**src/rtl/btlv_pkg.sv**
```systemverilog
// Shared types, codes and constants of the BER-TLV stream parser.
package btlv_pkg;

  localparam int DEF_MAX_DEPTH = 8;
  localparam int DEF_POS_WIDTH = 16;

  localparam int TAG_W      = 16;
  localparam int LEN_W      = 16;
  localparam int OFF_W      = 16;
  localparam int CNT_W      = 4;
  localparam int CFG_IDX_W  = 4;
  localparam int CFG_DATA_W = 16;

  typedef logic [2:0] role_t;

  localparam role_t ROLE_PAD      = 3'd0;
  localparam role_t ROLE_TAG1     = 3'd1;
  localparam role_t ROLE_TAG2     = 3'd2;
  localparam role_t ROLE_LEN_HEAD = 3'd3;
  localparam role_t ROLE_LEN_EXT  = 3'd4;
  localparam role_t ROLE_VALUE    = 3'd5;

  typedef logic [CFG_IDX_W-1:0] cfg_idx_t;

  localparam cfg_idx_t REG_SEARCH_TAG    = 4'd0;
  localparam cfg_idx_t REG_SEARCH_NESTED = 4'd1;

  localparam logic [7:0] CONS_MASK     = 8'h20;
  localparam logic [7:0] TAG_MORE_MASK = 8'h1F;
  localparam logic [7:0] LEN_SHORT_MAX = 8'h7F;
  localparam logic [7:0] LEN_LONG1     = 8'h81;
  localparam logic [7:0] LEN_LONG2     = 8'h82;

  typedef struct packed {
    role_t              byte_role;
    logic [TAG_W-1:0]   tag_value;
    logic               is_constructed;
    logic [CNT_W-1:0]   nest_depth;
    logic [LEN_W-1:0]   value_length;
    logic [OFF_W-1:0]   value_offset;
    logic               header_done;
    logic               tag_match;
    logic [CNT_W-1:0]   closed_count;
    logic               format_error;
    logic               nesting_error;
  } result_t;

endpackage

```
**src/rtl/btlv_in_if.sv**
```systemverilog
// Input byte channel of the BER-TLV stream parser.
interface btlv_in_if;
  logic       valid;
  logic       ready;
  logic [7:0] data_byte;
  logic       frame_last;

  modport source (output valid, output data_byte, output frame_last, input ready);
  modport sink   (input valid, input data_byte, input frame_last, output ready);
endinterface

```
**src/rtl/btlv_out_if.sv**
```systemverilog
// Result channel of the BER-TLV stream parser, one word per input byte.
interface btlv_out_if;
  logic                          valid;
  logic                          ready;
  btlv_pkg::role_t               byte_role;
  logic [btlv_pkg::TAG_W-1:0]    tag_value;
  logic                          is_constructed;
  logic [btlv_pkg::CNT_W-1:0]    nest_depth;
  logic [btlv_pkg::LEN_W-1:0]    value_length;
  logic [btlv_pkg::OFF_W-1:0]    value_offset;
  logic                          header_done;
  logic                          tag_match;
  logic [btlv_pkg::CNT_W-1:0]    closed_count;
  logic                          format_error;
  logic                          nesting_error;

  modport source (
    output valid, output byte_role, output tag_value, output is_constructed,
    output nest_depth, output value_length, output value_offset, output header_done,
    output tag_match, output closed_count, output format_error, output nesting_error,
    input ready
  );
  modport sink (
    input valid, input byte_role, input tag_value, input is_constructed,
    input nest_depth, input value_length, input value_offset, input header_done,
    input tag_match, input closed_count, input format_error, input nesting_error,
    output ready
  );
endinterface

```
**src/rtl/btlv_cfg_if.sv**
```systemverilog
// Configuration write channel of the BER-TLV stream parser.
interface btlv_cfg_if;
  logic                              valid;
  logic                              ready;
  btlv_pkg::cfg_idx_t                index;
  logic [btlv_pkg::CFG_DATA_W-1:0]   data;

  modport source (output valid, output index, output data, input ready);
  modport sink   (input valid, input index, input data, output ready);
endinterface

```
**src/rtl/ber_tlv_stream_parser_core.sv**
```systemverilog
// Top level of the BER-TLV stream parser: byte classification and nesting tracker.
//
// Usage: bytes of a BER-TLV stream enter on in_bus, one word each, with frame_last
// marking the final byte of a buffer. For every byte one result word leaves on
// out_bus with its role (padding, tag, length, value), the current tag and length,
// nesting depth, header completion, search match, closed element count and flags.
// Registers search_tag (index 0) and search_nested (index 1) are written on cfg_bus,
// which is always ready; write them only while the parser is idle.
// Flow: a byte accepted from in_bus lands in the input register, is classified
// into the output register, and its result is offered from then on. Throughput
// is one byte per cycle while out_bus takes results; the limiting path is the
// parallel compare of the new position against all open end positions on the stack.
// When out_bus stalls the result holds and in_bus keeps accepting until the input
// register is also full, then in_bus.ready drops until out_bus moves again.
// A synchronous active-low reset empties both registers, clears the parser state and
// sets search_tag to zero and search_nested to one. After a frame_last byte the
// parser state returns to its reset values while the search registers are kept.
module ber_tlv_stream_parser_core #(
  parameter int MAX_DEPTH = btlv_pkg::DEF_MAX_DEPTH,
  parameter int POS_WIDTH = btlv_pkg::DEF_POS_WIDTH
) (
  input  logic       clk,
  input  logic       rst_n,
  btlv_in_if.sink    in_bus,
  btlv_out_if.source out_bus,
  btlv_cfg_if.sink   cfg_bus
);

  localparam int SPW  = $clog2(MAX_DEPTH + 1);
  localparam int IDXW = (MAX_DEPTH > 1) ? $clog2(MAX_DEPTH) : 1;
  localparam int LW   = (POS_WIDTH > btlv_pkg::LEN_W) ? POS_WIDTH : btlv_pkg::LEN_W;
  localparam logic [POS_WIDTH-1:0] POS_MAX = {POS_WIDTH{1'b1}};
  localparam logic [btlv_pkg::LEN_W-1:0] LEN_MAX = {btlv_pkg::LEN_W{1'b1}};

  localparam logic [2:0] PH_TAG  = 3'd0;
  localparam logic [2:0] PH_TAG2 = 3'd1;
  localparam logic [2:0] PH_LEN  = 3'd2;
  localparam logic [2:0] PH_EXT  = 3'd3;
  localparam logic [2:0] PH_VAL  = 3'd4;

  // Input register.
  logic       s1_valid_r;
  logic [7:0] s1_byte_r;
  logic       s1_last_r;

  // Search registers.
  logic [btlv_pkg::TAG_W-1:0] search_tag_r;
  logic                       search_nested_r;

  // Parser state.
  logic [2:0]                 phase_r, phase_nxt;
  logic [btlv_pkg::TAG_W-1:0] tag_r, tag_nxt;
  logic [btlv_pkg::LEN_W-1:0] len_r, len_nxt;
  logic [1:0]                 left_r, left_nxt;
  logic                       cons_r, cons_nxt;
  logic [POS_WIDTH-1:0]       pos_r, pos_nxt;
  logic [btlv_pkg::OFF_W-1:0] vcnt_r, vcnt_nxt;
  logic [SPW-1:0]             sp_r, sp_nxt;
  logic [POS_WIDTH-1:0]       stack_r [MAX_DEPTH];

  // Output register.
  logic              out_valid_r;
  btlv_pkg::result_t res_r, res_nxt;

  logic                 s1_adv;
  logic                 push;
  logic [POS_WIDTH-1:0] push_end;
  logic [IDXW-1:0]      push_idx;

  assign s1_adv       = s1_valid_r && (!out_valid_r || out_bus.ready);
  assign in_bus.ready = !s1_valid_r || s1_adv;
  assign cfg_bus.ready = 1'b1;

  always_comb begin
    logic [7:0]           b;
    logic [POS_WIDTH-1:0] pos_next;
    logic [POS_WIDTH-1:0] top_end;
    logic [IDXW-1:0]      top_idx;
    logic [LW-1:0]        limit;
    logic                 hdone;
    logic                 ferr;
    logic                 nerr;
    logic                 match;
    logic                 run;
    logic [SPW-1:0]       closed;
    btlv_pkg::role_t      role;
    logic [btlv_pkg::OFF_W-1:0] voff;

    b         = s1_byte_r;
    phase_nxt = phase_r;
    tag_nxt   = tag_r;
    len_nxt   = len_r;
    left_nxt  = left_r;
    cons_nxt  = cons_r;
    vcnt_nxt  = vcnt_r;
    role      = btlv_pkg::ROLE_PAD;
    voff      = '0;
    hdone     = 1'b0;
    ferr      = 1'b0;
    nerr      = 1'b0;
    match     = 1'b0;
    push      = 1'b0;
    closed    = '0;
    run       = 1'b1;

    case (phase_r)
      PH_TAG2: begin
        role      = btlv_pkg::ROLE_TAG2;
        tag_nxt   = tag_r | {8'h00, b};
        phase_nxt = PH_LEN;
      end
      PH_LEN: begin
        role = btlv_pkg::ROLE_LEN_HEAD;
        if (b <= btlv_pkg::LEN_SHORT_MAX) begin
          len_nxt = {8'h00, b};
          hdone   = 1'b1;
        end else if (b == btlv_pkg::LEN_LONG1 || b == btlv_pkg::LEN_LONG2) begin
          len_nxt   = '0;
          left_nxt  = b[1:0];
          phase_nxt = PH_EXT;
        end else begin
          ferr    = 1'b1;
          len_nxt = '0;
          hdone   = 1'b1;
        end
      end
      PH_EXT: begin
        role     = btlv_pkg::ROLE_LEN_EXT;
        len_nxt  = {len_r[7:0], b};
        left_nxt = left_r - 2'd1;
        hdone    = (left_nxt == 2'd0);
      end
      PH_VAL: begin
        role     = btlv_pkg::ROLE_VALUE;
        voff     = vcnt_r;
        vcnt_nxt = vcnt_r + 1'b1;
        if (vcnt_nxt >= len_r) begin
          phase_nxt = PH_TAG;
        end
      end
      default: begin
        if (b != 8'h00) begin
          role     = btlv_pkg::ROLE_TAG1;
          cons_nxt = (b & btlv_pkg::CONS_MASK) != 8'h00;
          len_nxt  = '0;
          if ((b & btlv_pkg::TAG_MORE_MASK) == btlv_pkg::TAG_MORE_MASK) begin
            tag_nxt   = {b, 8'h00};
            phase_nxt = PH_TAG2;
          end else begin
            tag_nxt   = {8'h00, b};
            phase_nxt = PH_LEN;
          end
        end
      end
    endcase

    pos_next = pos_r + 1'b1;
    top_idx  = IDXW'(sp_r - 1'b1);
    top_end  = (sp_r != '0) ? stack_r[top_idx] : '0;
    push_idx = IDXW'(sp_r);

    // Room left in the enclosing element, or the top-level cap.
    if (sp_r != '0) begin
      limit = LW'(POS_WIDTH'(top_end - pos_next));
    end else if (cons_nxt) begin
      limit = LW'(POS_MAX);
    end else begin
      limit = LW'(LEN_MAX);
    end

    if (hdone) begin
      match = (tag_nxt == search_tag_r) && (search_nested_r || sp_r == '0);
      if (LW'(len_nxt) > limit) begin
        nerr    = 1'b1;
        len_nxt = limit[btlv_pkg::LEN_W-1:0];
      end
      if (len_nxt == '0) begin
        phase_nxt = PH_TAG;
      end else if (cons_nxt && sp_r < SPW'(MAX_DEPTH)) begin
        push      = 1'b1;
        phase_nxt = PH_TAG;
      end else begin
        if (cons_nxt) begin
          nerr = 1'b1;
        end
        vcnt_nxt  = '0;
        phase_nxt = PH_VAL;
      end
    end
    push_end = pos_next + POS_WIDTH'(len_nxt);

    // A freshly pushed end lies strictly ahead, so only the old stack can close here.
    if (!push) begin
      for (int k = MAX_DEPTH - 1; k >= 0; k--) begin
        if (SPW'(k) < sp_r) begin
          if (run && stack_r[k] == pos_next) begin
            closed = closed + 1'b1;
          end else begin
            run = 1'b0;
          end
        end
      end
    end
    sp_nxt = push ? (sp_r + 1'b1) : (sp_r - closed);

    if (closed != '0 && phase_nxt != PH_TAG) begin
      nerr      = 1'b1;
      phase_nxt = PH_TAG;
    end

    if (s1_last_r && (phase_nxt != PH_TAG || sp_nxt != '0)) begin
      ferr = 1'b1;
    end

    res_nxt.byte_role      = role;
    res_nxt.tag_value      = (role != btlv_pkg::ROLE_PAD) ? tag_nxt : '0;
    res_nxt.is_constructed = (role != btlv_pkg::ROLE_PAD) ? cons_nxt : 1'b0;
    res_nxt.nest_depth     = btlv_pkg::CNT_W'(sp_r);
    res_nxt.value_length   = (role != btlv_pkg::ROLE_PAD) ? len_nxt : '0;
    res_nxt.value_offset   = voff;
    res_nxt.header_done    = hdone;
    res_nxt.tag_match      = match;
    res_nxt.closed_count   = btlv_pkg::CNT_W'(closed);
    res_nxt.format_error   = ferr;
    res_nxt.nesting_error  = nerr;

    pos_nxt = pos_next;
    if (s1_last_r) begin
      phase_nxt = PH_TAG;
      tag_nxt   = '0;
      len_nxt   = '0;
      left_nxt  = '0;
      cons_nxt  = 1'b0;
      pos_nxt   = '0;
      vcnt_nxt  = '0;
      sp_nxt    = '0;
    end
  end

  always_ff @(posedge clk) begin
    if (!rst_n) begin
      s1_valid_r <= 1'b0;
    end else if (in_bus.ready) begin
      s1_valid_r <= in_bus.valid;
    end
  end

  always_ff @(posedge clk) begin
    if (in_bus.valid && in_bus.ready) begin
      s1_byte_r <= in_bus.data_byte;
      s1_last_r <= in_bus.frame_last;
    end
  end

  always_ff @(posedge clk) begin
    if (!rst_n) begin
      search_tag_r    <= '0;
      search_nested_r <= 1'b1;
    end else if (cfg_bus.valid && cfg_bus.ready) begin
      case (cfg_bus.index)
        btlv_pkg::REG_SEARCH_TAG:    search_tag_r    <= cfg_bus.data;
        btlv_pkg::REG_SEARCH_NESTED: search_nested_r <= cfg_bus.data[0];
        default: begin
        end
      endcase
    end
  end

  always_ff @(posedge clk) begin
    if (!rst_n) begin
      phase_r <= PH_TAG;
      tag_r   <= '0;
      len_r   <= '0;
      left_r  <= '0;
      cons_r  <= 1'b0;
      pos_r   <= '0;
      vcnt_r  <= '0;
      sp_r    <= '0;
    end else if (s1_adv) begin
      phase_r <= phase_nxt;
      tag_r   <= tag_nxt;
      len_r   <= len_nxt;
      left_r  <= left_nxt;
      cons_r  <= cons_nxt;
      pos_r   <= pos_nxt;
      vcnt_r  <= vcnt_nxt;
      sp_r    <= sp_nxt;
    end
  end

  always_ff @(posedge clk) begin
    if (s1_adv && push) begin
      stack_r[push_idx] <= push_end;
    end
  end

  always_ff @(posedge clk) begin
    if (!rst_n) begin
      out_valid_r <= 1'b0;
    end else if (s1_adv) begin
      out_valid_r <= 1'b1;
    end else if (out_bus.ready) begin
      out_valid_r <= 1'b0;
    end
  end

  always_ff @(posedge clk) begin
    if (s1_adv) begin
      res_r <= res_nxt;
    end
  end

  assign out_bus.valid          = out_valid_r;
  assign out_bus.byte_role      = res_r.byte_role;
  assign out_bus.tag_value      = res_r.tag_value;
  assign out_bus.is_constructed = res_r.is_constructed;
  assign out_bus.nest_depth     = res_r.nest_depth;
  assign out_bus.value_length   = res_r.value_length;
  assign out_bus.value_offset   = res_r.value_offset;
  assign out_bus.header_done    = res_r.header_done;
  assign out_bus.tag_match      = res_r.tag_match;
  assign out_bus.closed_count   = res_r.closed_count;
  assign out_bus.format_error   = res_r.format_error;
  assign out_bus.nesting_error  = res_r.nesting_error;

  // The stack never holds more open elements than it has entries.
  a_depth_bound: assert property (@(posedge clk) disable iff (!rst_n)
    sp_r <= SPW'(MAX_DEPTH))
    else $error("stack pointer beyond stack depth");

  // A match is only reported on the byte that completes a header.
  a_match_on_header: assert property (@(posedge clk) disable iff (!rst_n)
    out_valid_r && res_r.tag_match |-> res_r.header_done)
    else $error("tag match without completed header");

  // Elements closed by a byte must have been open around it.
  a_closed_le_depth: assert property (@(posedge clk) disable iff (!rst_n)
    (MAX_DEPTH < 16) && out_valid_r && res_r.closed_count != '0
      |-> res_r.closed_count <= res_r.nest_depth)
    else $error("more elements closed than were open");

  // A value offset only appears on value bytes.
  a_offset_role: assert property (@(posedge clk) disable iff (!rst_n)
    out_valid_r && res_r.value_offset != '0 |-> res_r.byte_role == btlv_pkg::ROLE_VALUE)
    else $error("value offset on a non-value byte");

  // The parser is back in its reset state after the last byte of a frame.
  a_frame_clear: assert property (@(posedge clk) disable iff (!rst_n)
    s1_adv && s1_last_r |=> (sp_r == '0 && phase_r == PH_TAG && pos_r == '0))
    else $error("parser state not cleared after frame end");

endmodule
```
**src/flat_wrapper.sv**
```systemverilog
// flat-port wrapper written by rule: the top's interface ports become plain ports
module ber_tlv_stream_parser_core_flat 
#(
  parameter int MAX_DEPTH = btlv_pkg::DEF_MAX_DEPTH,
  parameter int POS_WIDTH = btlv_pkg::DEF_POS_WIDTH
)
  (clk, rst_n, in_bus_valid, in_bus_data_byte, in_bus_frame_last, in_bus_ready, out_bus_valid, out_bus_byte_role, out_bus_tag_value, out_bus_is_constructed, out_bus_nest_depth, out_bus_value_length, out_bus_value_offset, out_bus_header_done, out_bus_tag_match, out_bus_closed_count, out_bus_format_error, out_bus_nesting_error, out_bus_ready, cfg_bus_valid, cfg_bus_index, cfg_bus_data, cfg_bus_ready);
  btlv_in_if in_bus_i ();
  btlv_out_if out_bus_i ();
  btlv_cfg_if cfg_bus_i ();
  input  logic clk;
  input  logic rst_n;
  input wire logic [$bits(in_bus_i.valid)-1:0] in_bus_valid;
  input wire logic [$bits(in_bus_i.data_byte)-1:0] in_bus_data_byte;
  input wire logic [$bits(in_bus_i.frame_last)-1:0] in_bus_frame_last;
  output wire logic [$bits(in_bus_i.ready)-1:0] in_bus_ready;
  output wire logic [$bits(out_bus_i.valid)-1:0] out_bus_valid;
  output wire logic [$bits(out_bus_i.byte_role)-1:0] out_bus_byte_role;
  output wire logic [$bits(out_bus_i.tag_value)-1:0] out_bus_tag_value;
  output wire logic [$bits(out_bus_i.is_constructed)-1:0] out_bus_is_constructed;
  output wire logic [$bits(out_bus_i.nest_depth)-1:0] out_bus_nest_depth;
  output wire logic [$bits(out_bus_i.value_length)-1:0] out_bus_value_length;
  output wire logic [$bits(out_bus_i.value_offset)-1:0] out_bus_value_offset;
  output wire logic [$bits(out_bus_i.header_done)-1:0] out_bus_header_done;
  output wire logic [$bits(out_bus_i.tag_match)-1:0] out_bus_tag_match;
  output wire logic [$bits(out_bus_i.closed_count)-1:0] out_bus_closed_count;
  output wire logic [$bits(out_bus_i.format_error)-1:0] out_bus_format_error;
  output wire logic [$bits(out_bus_i.nesting_error)-1:0] out_bus_nesting_error;
  input wire logic [$bits(out_bus_i.ready)-1:0] out_bus_ready;
  input wire logic [$bits(cfg_bus_i.valid)-1:0] cfg_bus_valid;
  input wire logic [$bits(cfg_bus_i.index)-1:0] cfg_bus_index;
  input wire logic [$bits(cfg_bus_i.data)-1:0] cfg_bus_data;
  output wire logic [$bits(cfg_bus_i.ready)-1:0] cfg_bus_ready;
  assign in_bus_i.valid = in_bus_valid;
  assign in_bus_i.data_byte = in_bus_data_byte;
  assign in_bus_i.frame_last = in_bus_frame_last;
  assign in_bus_ready = in_bus_i.ready;
  assign out_bus_valid = out_bus_i.valid;
  assign out_bus_byte_role = out_bus_i.byte_role;
  assign out_bus_tag_value = out_bus_i.tag_value;
  assign out_bus_is_constructed = out_bus_i.is_constructed;
  assign out_bus_nest_depth = out_bus_i.nest_depth;
  assign out_bus_value_length = out_bus_i.value_length;
  assign out_bus_value_offset = out_bus_i.value_offset;
  assign out_bus_header_done = out_bus_i.header_done;
  assign out_bus_tag_match = out_bus_i.tag_match;
  assign out_bus_closed_count = out_bus_i.closed_count;
  assign out_bus_format_error = out_bus_i.format_error;
  assign out_bus_nesting_error = out_bus_i.nesting_error;
  assign out_bus_i.ready = out_bus_ready;
  assign cfg_bus_i.valid = cfg_bus_valid;
  assign cfg_bus_i.index = cfg_bus_index;
  assign cfg_bus_i.data = cfg_bus_data;
  assign cfg_bus_ready = cfg_bus_i.ready;
  ber_tlv_stream_parser_core #(.MAX_DEPTH(MAX_DEPTH), .POS_WIDTH(POS_WIDTH)) u_core (.clk(clk), .rst_n(rst_n), .in_bus(in_bus_i), .out_bus(out_bus_i), .cfg_bus(cfg_bus_i));
endmodule
```
**config.mk**
```make
export PLATFORM = sky130hd
export DESIGN_NAME = ber_tlv_stream_parser_core_flat
export DESIGN_NICKNAME = d
export VERILOG_FILES = /design/src/rtl/btlv_pkg.sv /design/src/rtl/btlv_in_if.sv /design/src/rtl/btlv_out_if.sv /design/src/rtl/btlv_cfg_if.sv /design/src/rtl/ber_tlv_stream_parser_core.sv /design/src/flat_wrapper.sv
export SDC_FILE = /design/constraint.sdc
export NUM_CORES = 1
export LEC_CHECK = 0
export ABC_AREA = 1
export BUFFER_PORTS_ARGS = -buffer_cell sky130_fd_sc_hd__buf_2
export CAP_MARGIN = 20
export CORE_MARGIN = 1
export CORE_UTILIZATION = 63
export DETAILED_ROUTE_END_ITERATION = 6
export PLACE_DENSITY = 0.82
export SLEW_MARGIN = 40
export SYNTH_ARGS = -nofsm -noshare
export SYNTH_HDL_FRONTEND = slang
export SYNTH_SLANG_ARGS = --single-unit
```
**constraint.sdc**
```tcl
create_clock -name clk -period 11.15 [get_ports clk]
set_input_delay 2.23 -clock clk [delete_from_list [all_inputs] [get_ports clk]]
set_output_delay 2.23 -clock clk [all_outputs]
set_load 0.005 [all_outputs]
```
==> impl_metrics.ini <==
[synthesis]
syn_nets = 2622
synthFlopType = edfxtp_1
synth_area_per_cell_um2 = 7.59
yosys_warnings = 0
yosysSeqAreaShare_pct = 41.5
synth-edff-count = 201
synth_top_area_share_pct = 31.7
synth_cells = 2508
synthArstFlopShare_pct = 0
syn_area_um2 = 19000
synth.area.top_cells = edfxtp_1 (32%), nand2_1 (11%), dfxtp_1 (9.8%)
ys_types = 58
yosysTopAreaCell = edfxtp_1
synth-seq-cells = 294

[layout]
antenna_cells = 0
final_layout_size_suffix_gt1_share_pct = 10.5
syn_to_final_growth_pct = 10.4
fin_nets = 2694

[worst_setup_path]
critPathSlowestCell = dfxtp_1
rr_startpoint = u_core.sp_r[1]$_SDFFE_PN0P_
r2r-end = u_core.out_bus.format_error$_SDFFCE_PP1P_
path_buf_inv = 9
reg2reg_slack_ns = 1.08
crit_top_cell = nand2_1
start_kind = flop
max_stage_delay_ns = 0.53
critPathArrivalTime_ns = 10.34
crit_start = u_core.sp_r[1]$_SDFFE_PN0P_
cp.required_ns = 11.42
r2r_cells = 48
critical_path.top_delay_family = simple AND/OR/NAND/NOR gates
critical_path_class = reg2reg
crit_path_max_fanout = 40
worstSetupPathDepth = 48
critPathCaptureType = flop

[timing]
fmax_mhz = 99.3
rsz0062_at_grt = no
fin_hold_ws_ns = 0.463
final.setup.tns_ns = 0
relSlewSlack_pct = 39.7
hold_viol_final = 0
worst_clock_skew_ns = 0.0158
finalSetupViolations = 0
worstMarginPinSlew_ns = 0.901
min_period_ns = 10.07
slew_violations = 0
fin_crit_sh_pct = 90.3

[floorplanning]
ioPinCount = 101
die_w_um = 176
fp-row-count = 63
start_util_pct = 64.0
fp.coreArea_um2 = 29700
dieArea_um2 = 30900
die_height_um = 176

[clock_network]
clk_latency_ns = 0.51
root_buffer = clkbuf_16
cts.sinks = 294
clk_path_buf_depth = 3
cts_max_level = 2
post_cts_resized = 0
clk_pin_slew_ns = 0.06
cts_tree = done
cts_made_buffers = 34
cts_setup_buffers = 0
hold_buffers = 0

[global_route]
grt_start_max_net_pins = 71
grt_pass1_vias = 16800
antenna_found_initial = 0
track_usage_pct = 37.8
grt.overflow.total = 0
grt_pass1_wl_mm = 90.1

[detailed_routing]
antenna_left = 0
wl_per_cell_um = 19.7
vias = 18000
first_pass_iters = 6
wirelength_mm = 58.9
drt_iter0_drc = 2096
viasPerCell = 6.03
drc = 0

[placed_design]
post-dp-hpwl_mm = 43.2
place_congestion = 0.995
io_buffer_count = 99

[power_and_ir_drop]
ir_worst_vdd_v = 0.000142
power_density_nw_per_um2 = 112
leakagePower_uw = 0.00930

[outcome]
status = finished, final reports clean

[hold_path]
holdPathEnd = u_core.vcnt_r[11]$_SDFFE_PN0P_
hold_path.class = reg2reg
hp-start = u_core.vcnt_r[11]$_SDFFE_PN0P_
hold_path_depth = 2

[flow_run]
maxCapViolations = 0
[synthesized netlist by cell type, types with 16 or more instances]
master,count
o211ai_1,24
a21oi_1,228
a31oi_1,16
nor2_1,229
nand3_1,124
nand2_1,566
dfxtp_1,93
xor2_1,82
clkbuf_1,62
inv_1,344
nor3_1,33
ha_1,77
nand2_2,26
edfxtp_1,201
nand4_1,44
o22ai_1,29
o21ai_0,146
or2_2,22
[routing by layer]
layer  GRT usage (%)  wire length (um)  vias up  share of wire, %
met3            6.02              5550      183               9.4
met1            48.4             23100     8396                39
li1                -                 -     8494                 -
met5               0                 0        -                 0
met4            19.7              3120        0               5.3
met2            61.6             27200      966                46
[kinds of logic (layout without fill, tap and decap cells)]
kind of cell / count (synthesis) / count (layout) / share of synthesized area, %
compound gates: 498 / 498 / 14.6
xor+xnor: 98 / 98 / 4.55
fa+ha+maj: 80 / 80 / 5.38
buf+inv: 440 / 536 / 8.90
flops: 294 / 294 / 41.5
other cells: 1 / 1 / 0.0197
simple gates: 1097 / 1097 / 25.1
[final cells by class]
cell class	count	area (um^2)
Multi-Input combinational cell	1774	9530
Fill cell	2428	8710
Sequential cell	294	7900
Inverter	355	1330
Clock buffer	50	1000
Timing Repair Buffer	121	701
Tap cell	390	488
Clock inverter	10	53.8
[layout by cell type (no fill, tap or decap), drive strengths merged, types with 2 or more instances in the layout]
cell and instances:
nand2 596, inv 353, nor2 246, a21oi 229, edfxtp 201, o21ai 150, nand3 128, buf 121
dfxtp 93, xor2 83, ha 77, clkbuf 50, nand4 44, nor3 34, o22ai 29, o211ai 24
or2 24, a31oi 16, xnor2 15, nor4 12, clkinv 12, a22oi 9, o21a 8, o2111ai 7
a211oi 7, nand3b 7, o21bai 4, a221oi 3, o221ai 3, fa 3, a2111oi 2, a2111o 2
nor3b 2, and2 2
[worst min-delay path: cells and delay by family, from the launching register on]
| kind | cells | cell delay, ns |
|---|---|---|
| compound gates | 1 | 0.05 |
| simple gates | 1 | 0.06 |
| flops | 1 | 0.31 |
[worst max path at each step]
stage | endpoint | slack [ns]
2_1_floorplan | u_core.stack_r[0][15]$_DFFE_PP_ | 2.93
3_3_place_gp | u_core.stack_r[2][14]$_DFFE_PP_ | 1.83
3_5_place_dp | u_core.stack_r[2][14]$_DFFE_PP_ | 1.31
4_1_cts | u_core.stack_r[6][14]$_DFFE_PP_ | 1.25
5_1_grt | u_core.stack_r[1][15]$_DFFE_PP_ | 0.51
6_report | u_core.out_bus.format_error$_SDFFCE_PP1P_ | 1.08
[through the flow]
step	worst slack (ns)	utilization, %	cells	power (uW)	instance area, um^2
3_5_place_dp	1.31	67.0	2934	1300	19900
2_1_floorplan	2.93	-	2508	1260	19000
5_1_grt	0.506	70.7	2994	2410	21000
6_report	1.08	70.7	2994	2350	21000
4_1_cts	1.25	70.6	2994	2350	21000
3_3_place_gp	1.83	66.8	2932	1300	19800
[power breakdown]
group | internal (uW) | switching (uW)
registers | 1170 | 8.40
logic | 31.5 | 69.8
clock network | 625 | 443
total | 1830 | 522
[sequential cells by signal, indices dropped and copies added, names as in the netlist, 2 cells and up]
name	flops
u_core.stack_r	128
u_core.len_r	16
u_core.out_bus.tag_value	16
u_core.out_bus.value_length	16
u_core.out_bus.value_offset	16
u_core.pos_r	16
u_core.search_tag_r	16
u_core.tag_r	16
u_core.vcnt_r	16
u_core.s1_byte_r	8
u_core.out_bus.closed_count	4
u_core.out_bus.nest_depth	4
u_core.sp_r	4
u_core.out_bus.byte_role	3
u_core.phase_r	3
u_core.left_r	2
(Power assumes the default switching activity.)
